`config.mk`:
```
export PLATFORM = sky130hd
export DESIGN_NAME = positional_list_engine
export DESIGN_NICKNAME = d
export VERILOG_FILES = /design/src/sv/ple_pkg.sv /design/src/sv/ple_store.sv /design/src/sv/ple_seq.sv /design/src/sv/positional_list_engine.sv
export VERILOG_INCLUDE_DIRS = /design/src /design/src/sv
export SDC_FILE = /design/constraint.sdc
export NUM_CORES = 1
export LEC_CHECK = 0
export BUFFER_PORTS_ARGS = -buffer_cell sky130_fd_sc_hd__buf_4
export CAP_MARGIN = 5
export CORE_MARGIN = 5
export CORE_UTILIZATION = 46
export DETAILED_ROUTE_END_ITERATION = 16
export GPL_TIMING_DRIVEN = 0
export PLACE_DENSITY_LB_ADDON = 0.15
export REMOVE_ABC_BUFFERS = 1
export SETUP_SLACK_MARGIN = 0.15
export SLEW_MARGIN = 15
export SYNTH_ARGS = -nofsm -noshare
export SYNTH_HDL_FRONTEND = slang
export SYNTH_SLANG_ARGS = --single-unit
```
`constraint.sdc`:
```
create_clock -name clk -period 6.7 [get_ports clk]
set_clock_uncertainty 0.05 [all_clocks]
set_input_delay 0.67 -clock clk [delete_from_list [all_inputs] [get_ports clk]]
set_output_delay 0.67 -clock clk [all_outputs]
set_load 0.03 [all_outputs]
```
`src/sv/assert_macros.svh`:
```
// Assertion helpers; empty under synthesis.
`ifndef ASSERT_MACROS_SVH
`define ASSERT_MACROS_SVH

`ifndef SYNTHESIS

`define PLE_ASSERT(lbl, clk, rst_n, prop) \
  lbl: assert property (@(posedge clk) disable iff (!rst_n) prop) \
    else $error("ple: assertion failed");

`define PLE_NEVER(lbl, clk, rst_n, cond) \
  `PLE_ASSERT(lbl, clk, rst_n, !(cond))

`else

`define PLE_ASSERT(lbl, clk, rst_n, prop)

`define PLE_NEVER(lbl, clk, rst_n, cond)

`endif

`endif

```
`src/sv/ple_pkg.sv`:
```
package ple_pkg;

  localparam int DATA_W = 32;
  localparam int POS_W  = 8;
  localparam int OUT_W  = 6;
  localparam int OP_W   = 3;
  localparam int STS_W  = 3;

  localparam logic [OP_W-1:0] OP_INS_FRONT = 3'd0;
  localparam logic [OP_W-1:0] OP_INS_BACK  = 3'd1;
  localparam logic [OP_W-1:0] OP_INS_AT    = 3'd2;
  localparam logic [OP_W-1:0] OP_DEL_FRONT = 3'd3;
  localparam logic [OP_W-1:0] OP_DEL_BACK  = 3'd4;
  localparam logic [OP_W-1:0] OP_DEL_AT    = 3'd5;
  localparam logic [OP_W-1:0] OP_SEARCH    = 3'd6;

  localparam logic [STS_W-1:0] ST_DONE     = 3'd0;
  localparam logic [STS_W-1:0] ST_EMPTY    = 3'd1;
  localparam logic [STS_W-1:0] ST_BADPOS   = 3'd2;
  localparam logic [STS_W-1:0] ST_FULL     = 3'd3;
  localparam logic [STS_W-1:0] ST_NOTFOUND = 3'd4;

  typedef struct packed {
    logic [STS_W-1:0] status;
    logic [OUT_W-1:0] found_position;
    logic [OUT_W-1:0] item_count;
  } res_t;

endpackage

```
`src/sv/ple_store.sv`:
```
module ple_store import ple_pkg::*; #(
  parameter int DEPTH = 32,
  localparam int AW = $clog2(DEPTH)
) (
  input  logic                     clk,
  input  logic                     we,
  input  logic [AW-1:0]            waddr,
  input  logic signed [DATA_W-1:0] wdata,
  input  logic [AW-1:0]            raddr,
  output logic signed [DATA_W-1:0] rdata
);

  logic signed [DATA_W-1:0] mem [DEPTH];
  logic signed [DATA_W-1:0] rdata_r;

  always_ff @(posedge clk) begin
    if (we) begin
      mem[waddr] <= wdata;
    end
    rdata_r <= mem[raddr];
  end

  assign rdata = rdata_r;

endmodule

```
`src/sv/ple_seq.sv`:
```
module ple_seq import ple_pkg::*; #(
  parameter int CAPACITY = 32,
  localparam int AW = $clog2(CAPACITY),
  localparam int CW = $clog2(CAPACITY + 1)
) (
  input  logic                     clk,
  input  logic                     rst_n,
  input  logic                     start,
  input  logic [OP_W-1:0]          op,
  input  logic signed [DATA_W-1:0] val,
  input  logic [POS_W-1:0]         pos,
  output logic                     ready,
  output logic                     res_valid,
  output res_t                     res,
  input  logic                     res_taken,
  output logic                     mem_we,
  output logic [AW-1:0]            mem_waddr,
  output logic signed [DATA_W-1:0] mem_wdata,
  output logic [AW-1:0]            mem_raddr,
  input  logic signed [DATA_W-1:0] mem_rdata
);

  localparam int CMPW = ((CW > POS_W) ? CW : POS_W) + 1;

  localparam logic [2:0] S_IDLE = 3'd0;
  localparam logic [2:0] S_INS  = 3'd1;
  localparam logic [2:0] S_DEL  = 3'd2;
  localparam logic [2:0] S_SRCH = 3'd3;
  localparam logic [2:0] S_RES  = 3'd4;

  logic [2:0]               state_r, state_nxt;
  logic [CW-1:0]            count_r, count_nxt;
  logic                     pend_r, pend_nxt;
  logic [CW-1:0]            ptr_r, ptr_nxt;
  logic [CW-1:0]            idx_r, idx_nxt;
  logic [CW-1:0]            wa_r, wa_nxt;
  logic [CW-1:0]            found_r, found_nxt;
  logic [STS_W-1:0]         status_r, status_nxt;
  logic signed [DATA_W-1:0] val_r, val_nxt;

  logic [CMPW-1:0] pos_x, cnt_x;
  logic [CW-1:0]   pos_m1, ptr_dec, ptr_inc;
  logic            match;

  assign pos_x   = CMPW'(pos);
  assign cnt_x   = CMPW'(count_r);
  assign pos_m1  = CW'(pos_x - CMPW'(1));
  assign ptr_dec = ptr_r - CW'(1);
  assign ptr_inc = ptr_r + CW'(1);
  assign match   = pend_r && (mem_rdata == val_r);

  always_comb begin
    state_nxt  = state_r;
    count_nxt  = count_r;
    pend_nxt   = 1'b0;
    ptr_nxt    = ptr_r;
    idx_nxt    = idx_r;
    wa_nxt     = wa_r;
    found_nxt  = found_r;
    status_nxt = status_r;
    val_nxt    = val_r;
    mem_we     = 1'b0;
    mem_waddr  = AW'(wa_r);
    mem_wdata  = mem_rdata;
    mem_raddr  = AW'(ptr_r);
    case (state_r)
      S_IDLE: begin
        if (start) begin
          val_nxt    = val;
          found_nxt  = '0;
          status_nxt = ST_DONE;
          state_nxt  = S_RES;
          case (op)
            OP_INS_FRONT, OP_INS_BACK, OP_INS_AT: begin
              if (op == OP_INS_AT &&
                  (pos_x == '0 || pos_x > cnt_x + CMPW'(1))) begin
                status_nxt = ST_BADPOS;
              end else if (count_r == CW'(CAPACITY)) begin
                status_nxt = ST_FULL;
              end else begin
                state_nxt = S_INS;
                ptr_nxt   = count_r;
                if (op == OP_INS_FRONT) begin
                  idx_nxt = '0;
                end else if (op == OP_INS_BACK) begin
                  idx_nxt = count_r;
                end else begin
                  idx_nxt = pos_m1;
                end
              end
            end
            OP_DEL_FRONT, OP_DEL_BACK, OP_DEL_AT: begin
              if (count_r == '0) begin
                status_nxt = ST_EMPTY;
              end else if (op == OP_DEL_AT && (pos_x == '0 || pos_x > cnt_x)) begin
                status_nxt = ST_BADPOS;
              end else begin
                state_nxt = S_DEL;
                if (op == OP_DEL_FRONT) begin
                  ptr_nxt = CW'(1);
                end else if (op == OP_DEL_BACK) begin
                  ptr_nxt = count_r;
                end else begin
                  ptr_nxt = CW'(pos);
                end
              end
            end
            OP_SEARCH: begin
              if (count_r == '0) begin
                status_nxt = ST_EMPTY;
              end else begin
                state_nxt = S_SRCH;
                ptr_nxt   = '0;
              end
            end
            default: begin
              status_nxt = ST_DONE;
            end
          endcase
        end
      end
      // shift entries up from the tail, then drop the new value into the gap
      S_INS: begin
        if (ptr_r > idx_r) begin
          mem_raddr = AW'(ptr_dec);
          pend_nxt  = 1'b1;
          wa_nxt    = ptr_r;
          ptr_nxt   = ptr_dec;
        end
        if (pend_r) begin
          mem_we    = 1'b1;
          mem_waddr = AW'(wa_r);
          mem_wdata = mem_rdata;
        end else if (!(ptr_r > idx_r)) begin
          mem_we     = 1'b1;
          mem_waddr  = AW'(idx_r);
          mem_wdata  = val_r;
          count_nxt  = count_r + CW'(1);
          status_nxt = ST_DONE;
          state_nxt  = S_RES;
        end
      end
      // shift entries down over the removed slot
      S_DEL: begin
        if (ptr_r < count_r) begin
          mem_raddr = AW'(ptr_r);
          pend_nxt  = 1'b1;
          wa_nxt    = ptr_dec;
          ptr_nxt   = ptr_inc;
        end
        if (pend_r) begin
          mem_we    = 1'b1;
          mem_waddr = AW'(wa_r);
          mem_wdata = mem_rdata;
        end else if (!(ptr_r < count_r)) begin
          count_nxt  = count_r - CW'(1);
          status_nxt = ST_DONE;
          state_nxt  = S_RES;
        end
      end
      S_SRCH: begin
        if (match) begin
          found_nxt  = wa_r + CW'(1);
          status_nxt = ST_DONE;
          state_nxt  = S_RES;
        end else if (ptr_r < count_r) begin
          mem_raddr = AW'(ptr_r);
          pend_nxt  = 1'b1;
          wa_nxt    = ptr_r;
          ptr_nxt   = ptr_inc;
        end else if (!pend_r) begin
          status_nxt = ST_NOTFOUND;
          state_nxt  = S_RES;
        end
      end
      S_RES: begin
        if (res_taken) begin
          state_nxt = S_IDLE;
        end
      end
      default: begin
        state_nxt = S_IDLE;
      end
    endcase
  end

  always_ff @(posedge clk) begin
    if (!rst_n) begin
      state_r <= S_IDLE;
      count_r <= '0;
      pend_r  <= 1'b0;
    end else begin
      state_r <= state_nxt;
      count_r <= count_nxt;
      pend_r  <= pend_nxt;
    end
  end

  always_ff @(posedge clk) begin
    ptr_r    <= ptr_nxt;
    idx_r    <= idx_nxt;
    wa_r     <= wa_nxt;
    found_r  <= found_nxt;
    status_r <= status_nxt;
    val_r    <= val_nxt;
  end

  assign ready              = (state_r == S_IDLE);
  assign res_valid          = (state_r == S_RES);
  assign res.status         = status_r;
  assign res.found_position = OUT_W'(found_r);
  assign res.item_count     = OUT_W'(count_r);

endmodule

```
`src/sv/positional_list_engine.sv`:
```
// Channel   Ports                                                               Dir
// input     in_valid in_stall in_opcode in_value in_position                    in
// result    out_valid out_stall out_status out_found_position out_item_count    out
//
// One operation at a time through an element store with one read and one write port.
// Insert shifts entries from the tail up to the insert index, then writes the new value;
// delete shifts the entries behind the removed slot down; search reads entries from the
// front until one matches. Rejected ops and opcode 7 touch no entries. Each result is
// then loaded into the result register.
// Synchronous active-low reset empties the list; store contents are not cleared.
// A result stalled at the output holds the result register; the next input transfer
// is taken meanwhile and its result waits until the register frees.
`include "assert_macros.svh"

module positional_list_engine import ple_pkg::*; #(
  parameter int CAPACITY = 32
) (
  input  logic                     clk,
  input  logic                     rst_n,
  input  logic                     in_valid,
  output logic                     in_stall,
  input  logic [OP_W-1:0]          in_opcode,
  input  logic signed [DATA_W-1:0] in_value,
  input  logic [POS_W-1:0]         in_position,
  output logic                     out_valid,
  input  logic                     out_stall,
  output logic [STS_W-1:0]         out_status,
  output logic [OUT_W-1:0]         out_found_position,
  output logic [OUT_W-1:0]         out_item_count
);

  localparam int AW = $clog2(CAPACITY);

  logic                     ready;
  logic                     res_valid;
  res_t                     res;
  logic                     res_load;
  logic                     mem_we;
  logic [AW-1:0]            mem_waddr;
  logic signed [DATA_W-1:0] mem_wdata;
  logic [AW-1:0]            mem_raddr;
  logic signed [DATA_W-1:0] mem_rdata;

  logic out_valid_r, out_valid_nxt;
  res_t out_res_r;

  ple_seq #(.CAPACITY(CAPACITY)) u_seq (
    .clk       (clk),
    .rst_n     (rst_n),
    .start     (in_valid && ready),
    .op        (in_opcode),
    .val       (in_value),
    .pos       (in_position),
    .ready     (ready),
    .res_valid (res_valid),
    .res       (res),
    .res_taken (res_load),
    .mem_we    (mem_we),
    .mem_waddr (mem_waddr),
    .mem_wdata (mem_wdata),
    .mem_raddr (mem_raddr),
    .mem_rdata (mem_rdata)
  );

  ple_store #(.DEPTH(CAPACITY)) u_store (
    .clk   (clk),
    .we    (mem_we),
    .waddr (mem_waddr),
    .wdata (mem_wdata),
    .raddr (mem_raddr),
    .rdata (mem_rdata)
  );

  assign res_load = res_valid && (!out_valid_r || !out_stall);

  always_comb begin
    out_valid_nxt = out_valid_r;
    if (res_load) begin
      out_valid_nxt = 1'b1;
    end else if (!out_stall) begin
      out_valid_nxt = 1'b0;
    end
  end

  always_ff @(posedge clk) begin
    if (!rst_n) begin
      out_valid_r <= 1'b0;
    end else begin
      out_valid_r <= out_valid_nxt;
    end
  end

  always_ff @(posedge clk) begin
    if (res_load) begin
      out_res_r <= res;
    end
  end

  assign in_stall           = !ready;
  assign out_valid          = out_valid_r;
  assign out_status         = out_res_r.status;
  assign out_found_position = out_res_r.found_position;
  assign out_item_count     = out_res_r.item_count;

  `PLE_ASSERT(a_busy_after_xfer, clk, rst_n, in_valid && !in_stall |=> in_stall)
  `PLE_ASSERT(a_res_to_out, clk, rst_n, res_load |=> out_valid)
  `PLE_NEVER(a_found_only_done, clk, rst_n,
             out_valid && out_found_position != '0 && out_status != ST_DONE)

endmodule

```
Word-level counts from Yosys, hierarchy flattened. Memory sizes are Yosys's and may differ from the RTL's. A register that Yosys moved wholly into a read port is not among the register bits. Index checks and enable logic that the tools add are counted. Widths: inputs -> output; s select.

Register bits: 85. Bits in latches: 0. Bits in writable memories: 1024. Bits in read-only memories: 0. Input bits: 47. Output and inout bits: 17. Memories kept: 1.

Add/subtract/negate cells: 7. Multiply operators: 0. Divide/modulo/power cells: 0. Order comparisons: 4. Equal/unequal tests: 32. Shift-type cells: 0. Mux-type cells: 76. Bitwise gates (word level): 2. Reduce and logical (&&, ||, !) cells: 29.

Memory list: u_store.mem (words 32, bits a word 32, read ports 1, clocked after memory_dff 1, write ports 1, RTL line ple_store.sv:13) `logic signed [DATA_W-1:0] mem [DEPTH];`.

Operators by type and width (count): $mux 6 (22); $mux 32 (3); $mux 3 (22); $pmux 6 s3 (2); $eq 32x32->1 (1); $mux 5 (5); $pmux 6 s2 (2); $pmux 6 s4 (1); $add 6x1->6 const B (3); $ne 3x3->1 const B (6); $pmux 3 s3 (2); $sub 6x1->6 const B (3); $reduce_and 8->1 (2); $pmux 3 s5 (1); $reduce_and 5->1 (3); $ne 2x1->1 const B (7); $eq 3x2->1 const B (4); $eq 3x3->1 const B (4); $pmux 3 s4 (1); $mux 1 (11); $ne 2x2->1 const B (5); $reduce_and 10->1 (1); $logic_not 9->1 (1); $gt 8x6->1 (1); 23 further kinds (37).

Logic depth before layout (Yosys ltp).
Depth after elaboration: 8. Depth in mapped cells: 14. Mapped depth without buffers: 13.

Cells and area by module. A second synthesis with hierarchy kept.

Cell total of the unflattened synthesis: 2766. Area, all modules: 46022.9 um^2.

By module, submodules not included: ple_store (instances 1, cells an instance 2260, area each 40492.6 um^2); ple_seq (instances 1, cells an instance 485, area each 5031.1 um^2); positional_list_engine (instances 1, cells an instance 21, area each 499.2 um^2).

Least setup slack after synthesis. OpenSTA, ideal clock, no wires.

Kind: reg-to-reg. From: register u_seq.idx_r[3]. To: memory u_store.mem[10][0], enable pin. Setup time: 461 ps. Data arrival time: 4741 ps. Required time: 6189 ps. Setup slack: 1448 ps. Stages on the path, launching flop included: 11. Cells stage by stage: edfxtp_1 > inv_1 > ha_1 > a211oi_1 > nor2_1 > o31ai_1 > nand2_1 > nor2_1 > mux2_2 > buf_2 > nor3_1.

Cells in the longest elaborated chain, start to end: 6. Elaborated cells on any way between the ends: 9.

RTL lines: start: declaration (RTL line ple_seq.sv:35) `logic [CW-1:0] idx_r, idx_nxt;`; start signal: assignment (RTL line ple_seq.sv:201) `idx_r <= idx_nxt;`; $gt 6x6->1 (RTL line ple_seq.sv:134) `end else if (!(ptr_r > idx_r)) begin`; $mux 1 (RTL line ple_seq.sv:134); $mux 1 (RTL line ple_seq.sv:130) `if (pend_r) begin`; $pmux 1 s2 (RTL line ple_seq.sv:66) `case (state_r)`; $mux 1 (RTL line ple_store.sv:17) `if (we) begin`; $mux 1 (not written as such) (RTL line ple_store.sv:18) `mem[waddr] <= wdata;`; end: declaration (RTL line ple_store.sv:13).

Parallel ways exist; a longest one is shown, timed or not.

Final worst setup path.
From: register u_seq.ptr_r[2]. To: memory u_store.mem[26][24], enable pin.

Cells in the longest elaborated chain, start to end: 6. Elaborated cells on any way between the ends: 9.

RTL lines: start: declaration (RTL line ple_seq.sv:34) `logic [CW-1:0] ptr_r, ptr_nxt;`; start signal: assignment (RTL line ple_seq.sv:200) `ptr_r <= ptr_nxt;`; $gt 6x6->1 (*) (RTL line ple_seq.sv:134); $mux 1 (RTL line ple_seq.sv:134); $mux 1 (RTL line ple_seq.sv:130); $pmux 1 s2 (RTL line ple_seq.sv:66); $mux 1 (RTL line ple_store.sv:17); $mux 1 (not written as such) (RTL line ple_store.sv:18).

Every way passes the cells marked *; elsewhere a longest branch is shown, timed or not.

==> impl_metrics.py <==
metrics = {
    "outcome": {
        "outcome": "finished, final reports clean",
    },
    "placement": {
        "dp_slack_ns": 0.648,
        "dpl.hpwl_um": 92600,
        "buffer_ports.inserted": 63,
        "dp.cells": 4751,
        "gp_congestion": 0.811,
    },
    "die": {
        "core_sq_um": 99700,
        "start_util_pct": 46.1,
        "dieArea_sq_um": 106000,
        "floorplan.die.height_um": 326,
        "rows": 116,
        "io_pins": 64,
        "die_w_um": 326,
    },
    "worst_setup_path": {
        "crit_required_ns": 7.02,
        "rr_worst_depth": 13,
        "critPathMaxFanout": 20,
        "critPathTopFamily": "simple AND/OR/NAND/NOR gates",
        "slowest_stage": "edfxtp_1",
        "crit_top_cell": "buf_16",
        "path_buf_inv": 4,
        "cp-end-kind": "flop",
        "critical_path.cell_chain": "ha_1, and4_1, o21a_1, o31ai_1, nand2_1, nor2_4, buf_16, mux2i_2, nand2_1, nor2_4, buf_12, buf_16, buf_16",
        "critPathKind": "reg -> reg",
        "critical-path-max-stage-delay_ns": 1.03,
        "arrival_ns": 6.50,
        "cp.depth": 13,
        "start_kind": "flop",
    },
    "logic_synthesis": {
        "synthFlopType": "edfxtp_1",
        "seq_area_frac_synth_pct": 73.5,
        "synth_top_family_by_area": "simple AND/OR/NAND/NOR gates",
        "synth_xor_area_share_pct": 1.29,
        "yosys.area.top_type": "edfxtp_1",
        "yosysTopAreaCellShare_pct": 71.7,
        "syn_inst": 3331,
        "synth_compound_area_share_pct": 6.22,
        "synth_cell_types": 65,
        "yosysWarnings": 0,
        "synthAdderAreaFrac_pct": 0.968,
        "synth-async-reset-ratio_pct": 0,
        "syn-cell-area_sq_um": 46000,
        "synthMuxAreaShare_pct": 3.23,
        "synth_area_leaders": "edfxtp_1 72%, nand2_1 6.0%, nand3_1 4.1%",
        "synth-edff-count": 1098,
        "synth_area_per_cell_sq_um": 13.8,
        "post_synth_and_or_nand_nor_area_fraction_pct": 12.5,
        "synth-seq-cells": 1141,
    },
    "grt": {
        "grt_pass1_vias": 29900,
        "grt_antenna_before_repair": 0,
        "overflow": 0,
        "grt_start_max_net_pins": 45,
        "grt_pass1_wl_um": 196000,
        "grt_usage_pct": 24.7,
    },
    "final_layout": {
        "fin_cells": 4969,
        "fill_cells": 7608,
        "nNetsFinal": 3653,
        "drive_gt1_share_pct": 16.2,
        "postLayoutCoreUtil_pct": 55.7,
        "layout_commonest_cell": "edfxtp_1",
        "final_cell_mix": "1098 x edfxtp_1, 736 x nand2_1, 377 x nand3_1",
        "n_antenna_cell": 0,
        "regArea_sq_um": 33800,
        "area_delta_synth_final_pct": 20.6,
        "multi_input_area_sq_um": 11500,
    },
    "worst_hold_path": {
        "hold_path.class": "in -> reg",
        "min_path_cells": 1,
    },
    "timing": {
        "hold_violations": 0,
        "setup_slack_ns": 0.524,
        "timing.hold.ws_ns": 0.115,
        "tightest_slew_ns": 1.12,
        "maxSlewViolCount": 0,
        "period_share_pct": 92.2,
        "timing.fmax_mhz": 162,
        "setup_viol": 0,
        "grt_setup_unrepaired": "no",
        "min_period_ns": 6.18,
        "fin_setup_tns_ns": 0,
        "maxSlewHeadroom_pct": 24.8,
    },
    "clock_tree": {
        "ctsResizeCount": 0,
        "cts.sink_count": 1141,
        "clock-root-buffer": "clkbuf_16",
        "cts_setup_buffers": 0,
        "numCtsBuffers": 115,
        "cts_tree": "done",
        "ctsHoldBuffers": 0,
        "cts.htree.levels": 3,
        "cts_buffer_depth": 3,
        "worstSkewPairLatency_ns": 0.69,
        "clk_pin_slew_ns": 0.06,
    },
    "flow_run": {
        "max_cap_viol_count": 0,
    },
    "routing": {
        "drc_errors": 0,
        "viasPerCell": 6.07,
        "drt_iter0_drc": 3237,
        "ant_nets": 0,
        "firstDrtPassIters": 6,
        "vias": 30200,
        "avgRoutedWirePerCell_um": 27.0,
        "routed_wl_um": 134000,
    },
    "pwr": {
        "ir_drop_v": 0.000226,
        "leakagePower_nw": 18.9,
        "power_density_nw_per_um2": 293,
    },
}
logic make-up (layout without fill, tap and decap cells):
kind of cell / Yosys count / in the layout
simple gates: 1311 / 1311
fa+ha+maj: 35 / 35
flops: 1141 / 1141
compound gates: 397 / 397
mux: 143 / 143
buf+inv: 239 / 579
xor+xnor: 65 / 65
stage by stage:
step           cell area, sq um  power [mW]
5_1_grt                   55500        16.8
2_1_floorplan             45100        9.48
3_5_place_dp              51700        10.1
3_3_place_gp              47200        10.2
4_1_cts                   55500        16.4
6_report                  55500        16.3
worst register-to-register path, stage by stage, from the launching register on:
cell and delay (ns):
edfxtp_1 1.03, ha_1 0.40, and4_1 0.24, o21a_1 0.15
o31ai_1 0.47, nand2_1 0.27, nor2_4 0.60, buf_16 0.25
mux2i_2 0.88, nand2_1 0.49, nor2_4 0.39, buf_12 0.25
buf_16 0.19, buf_16 0.19
Yosys cell counts (all sizes together) (3+ instances only):
cell / instances
edfxtp: 1098
nand2: 737
nand3: 377
a31oi: 169
clkbuf: 110
mux2i: 110
buf: 102
o2111ai: 65
xnor2: 50
nor2: 46
dfxtp: 43
nand4: 41
and3: 36
a32oi: 35
ha: 34
nor3: 34
mux2: 33
a311oi: 32
inv: 26
a21oi: 25
o21ai: 22
xor2: 15
nor2b: 12
o21a: 6
a211oi: 5
and2: 5
o31ai: 5
or3: 5
a21o: 4
nor3b: 4
nor4: 4
o211ai: 4
o22ai: 4
a221oi: 3
nand2b: 3
o21bai: 3
o221a: 3
layout make-up:
class | count | area share (%)
Clock buffer | 163 | 5.77
Clock inverter | 54 | 0.940
Inverter | 27 | 0.183
Multi-Input combinational cell | 1951 | 20.8
Sequential cell | 1141 | 61.0
Tap cell | 1298 | 2.93
Timing Repair Buffer | 335 | 8.48
registers in the layout (all words and copies together), names as in the netlist:
signal              count
u_seq.count_r           6
u_store.mem          1024
out_found_position      6
u_seq.val_r            32
u_seq.pend_r            1
u_seq.found_r           6
out_item_count          6
out_valid               1
u_seq.idx_r             6
out_status              3
u_seq.state_r           3
u_store.rdata          32
u_seq.status_r          3
u_seq.wa_r              6
u_seq.ptr_r             6
routing by layer:
layer  wire length, um  GRT usage (%)  up-vias
met4              4810           8.82        0
met5                 0              0        -
met3             10900           4.09      283
li1                  -              -    13100
met2             63900           40.2     1481
met1             54600           34.2    15300
power by group:
group / internal, mW / switching [mW] / total [mW]
registers: 8.20 / 0.0680 / 8.27
clock network: 3.70 / 2.60 / 6.30
logic: 0.601 / 1.12 / 1.72
total: 12.5 / 3.79 / 16.3
path summary, 6_finish.rpt:
| path | startpoint | endpoint | slack, ns |
|---|---|---|---|
| worst min register to register | u_seq.status_r[1] | out_status[1] | 0.40 |
| worst max register to register | u_seq.ptr_r[2] | u_store.mem[26][24] | 0.52 |
| worst min-delay path | in_value[9] | u_seq.val_r[9] | 0.11 |
| worst max-delay path | u_seq.ptr_r[2] | u_store.mem[26][24] | 0.52 |
No activity file was read; power rests on OpenSTA's default activity.
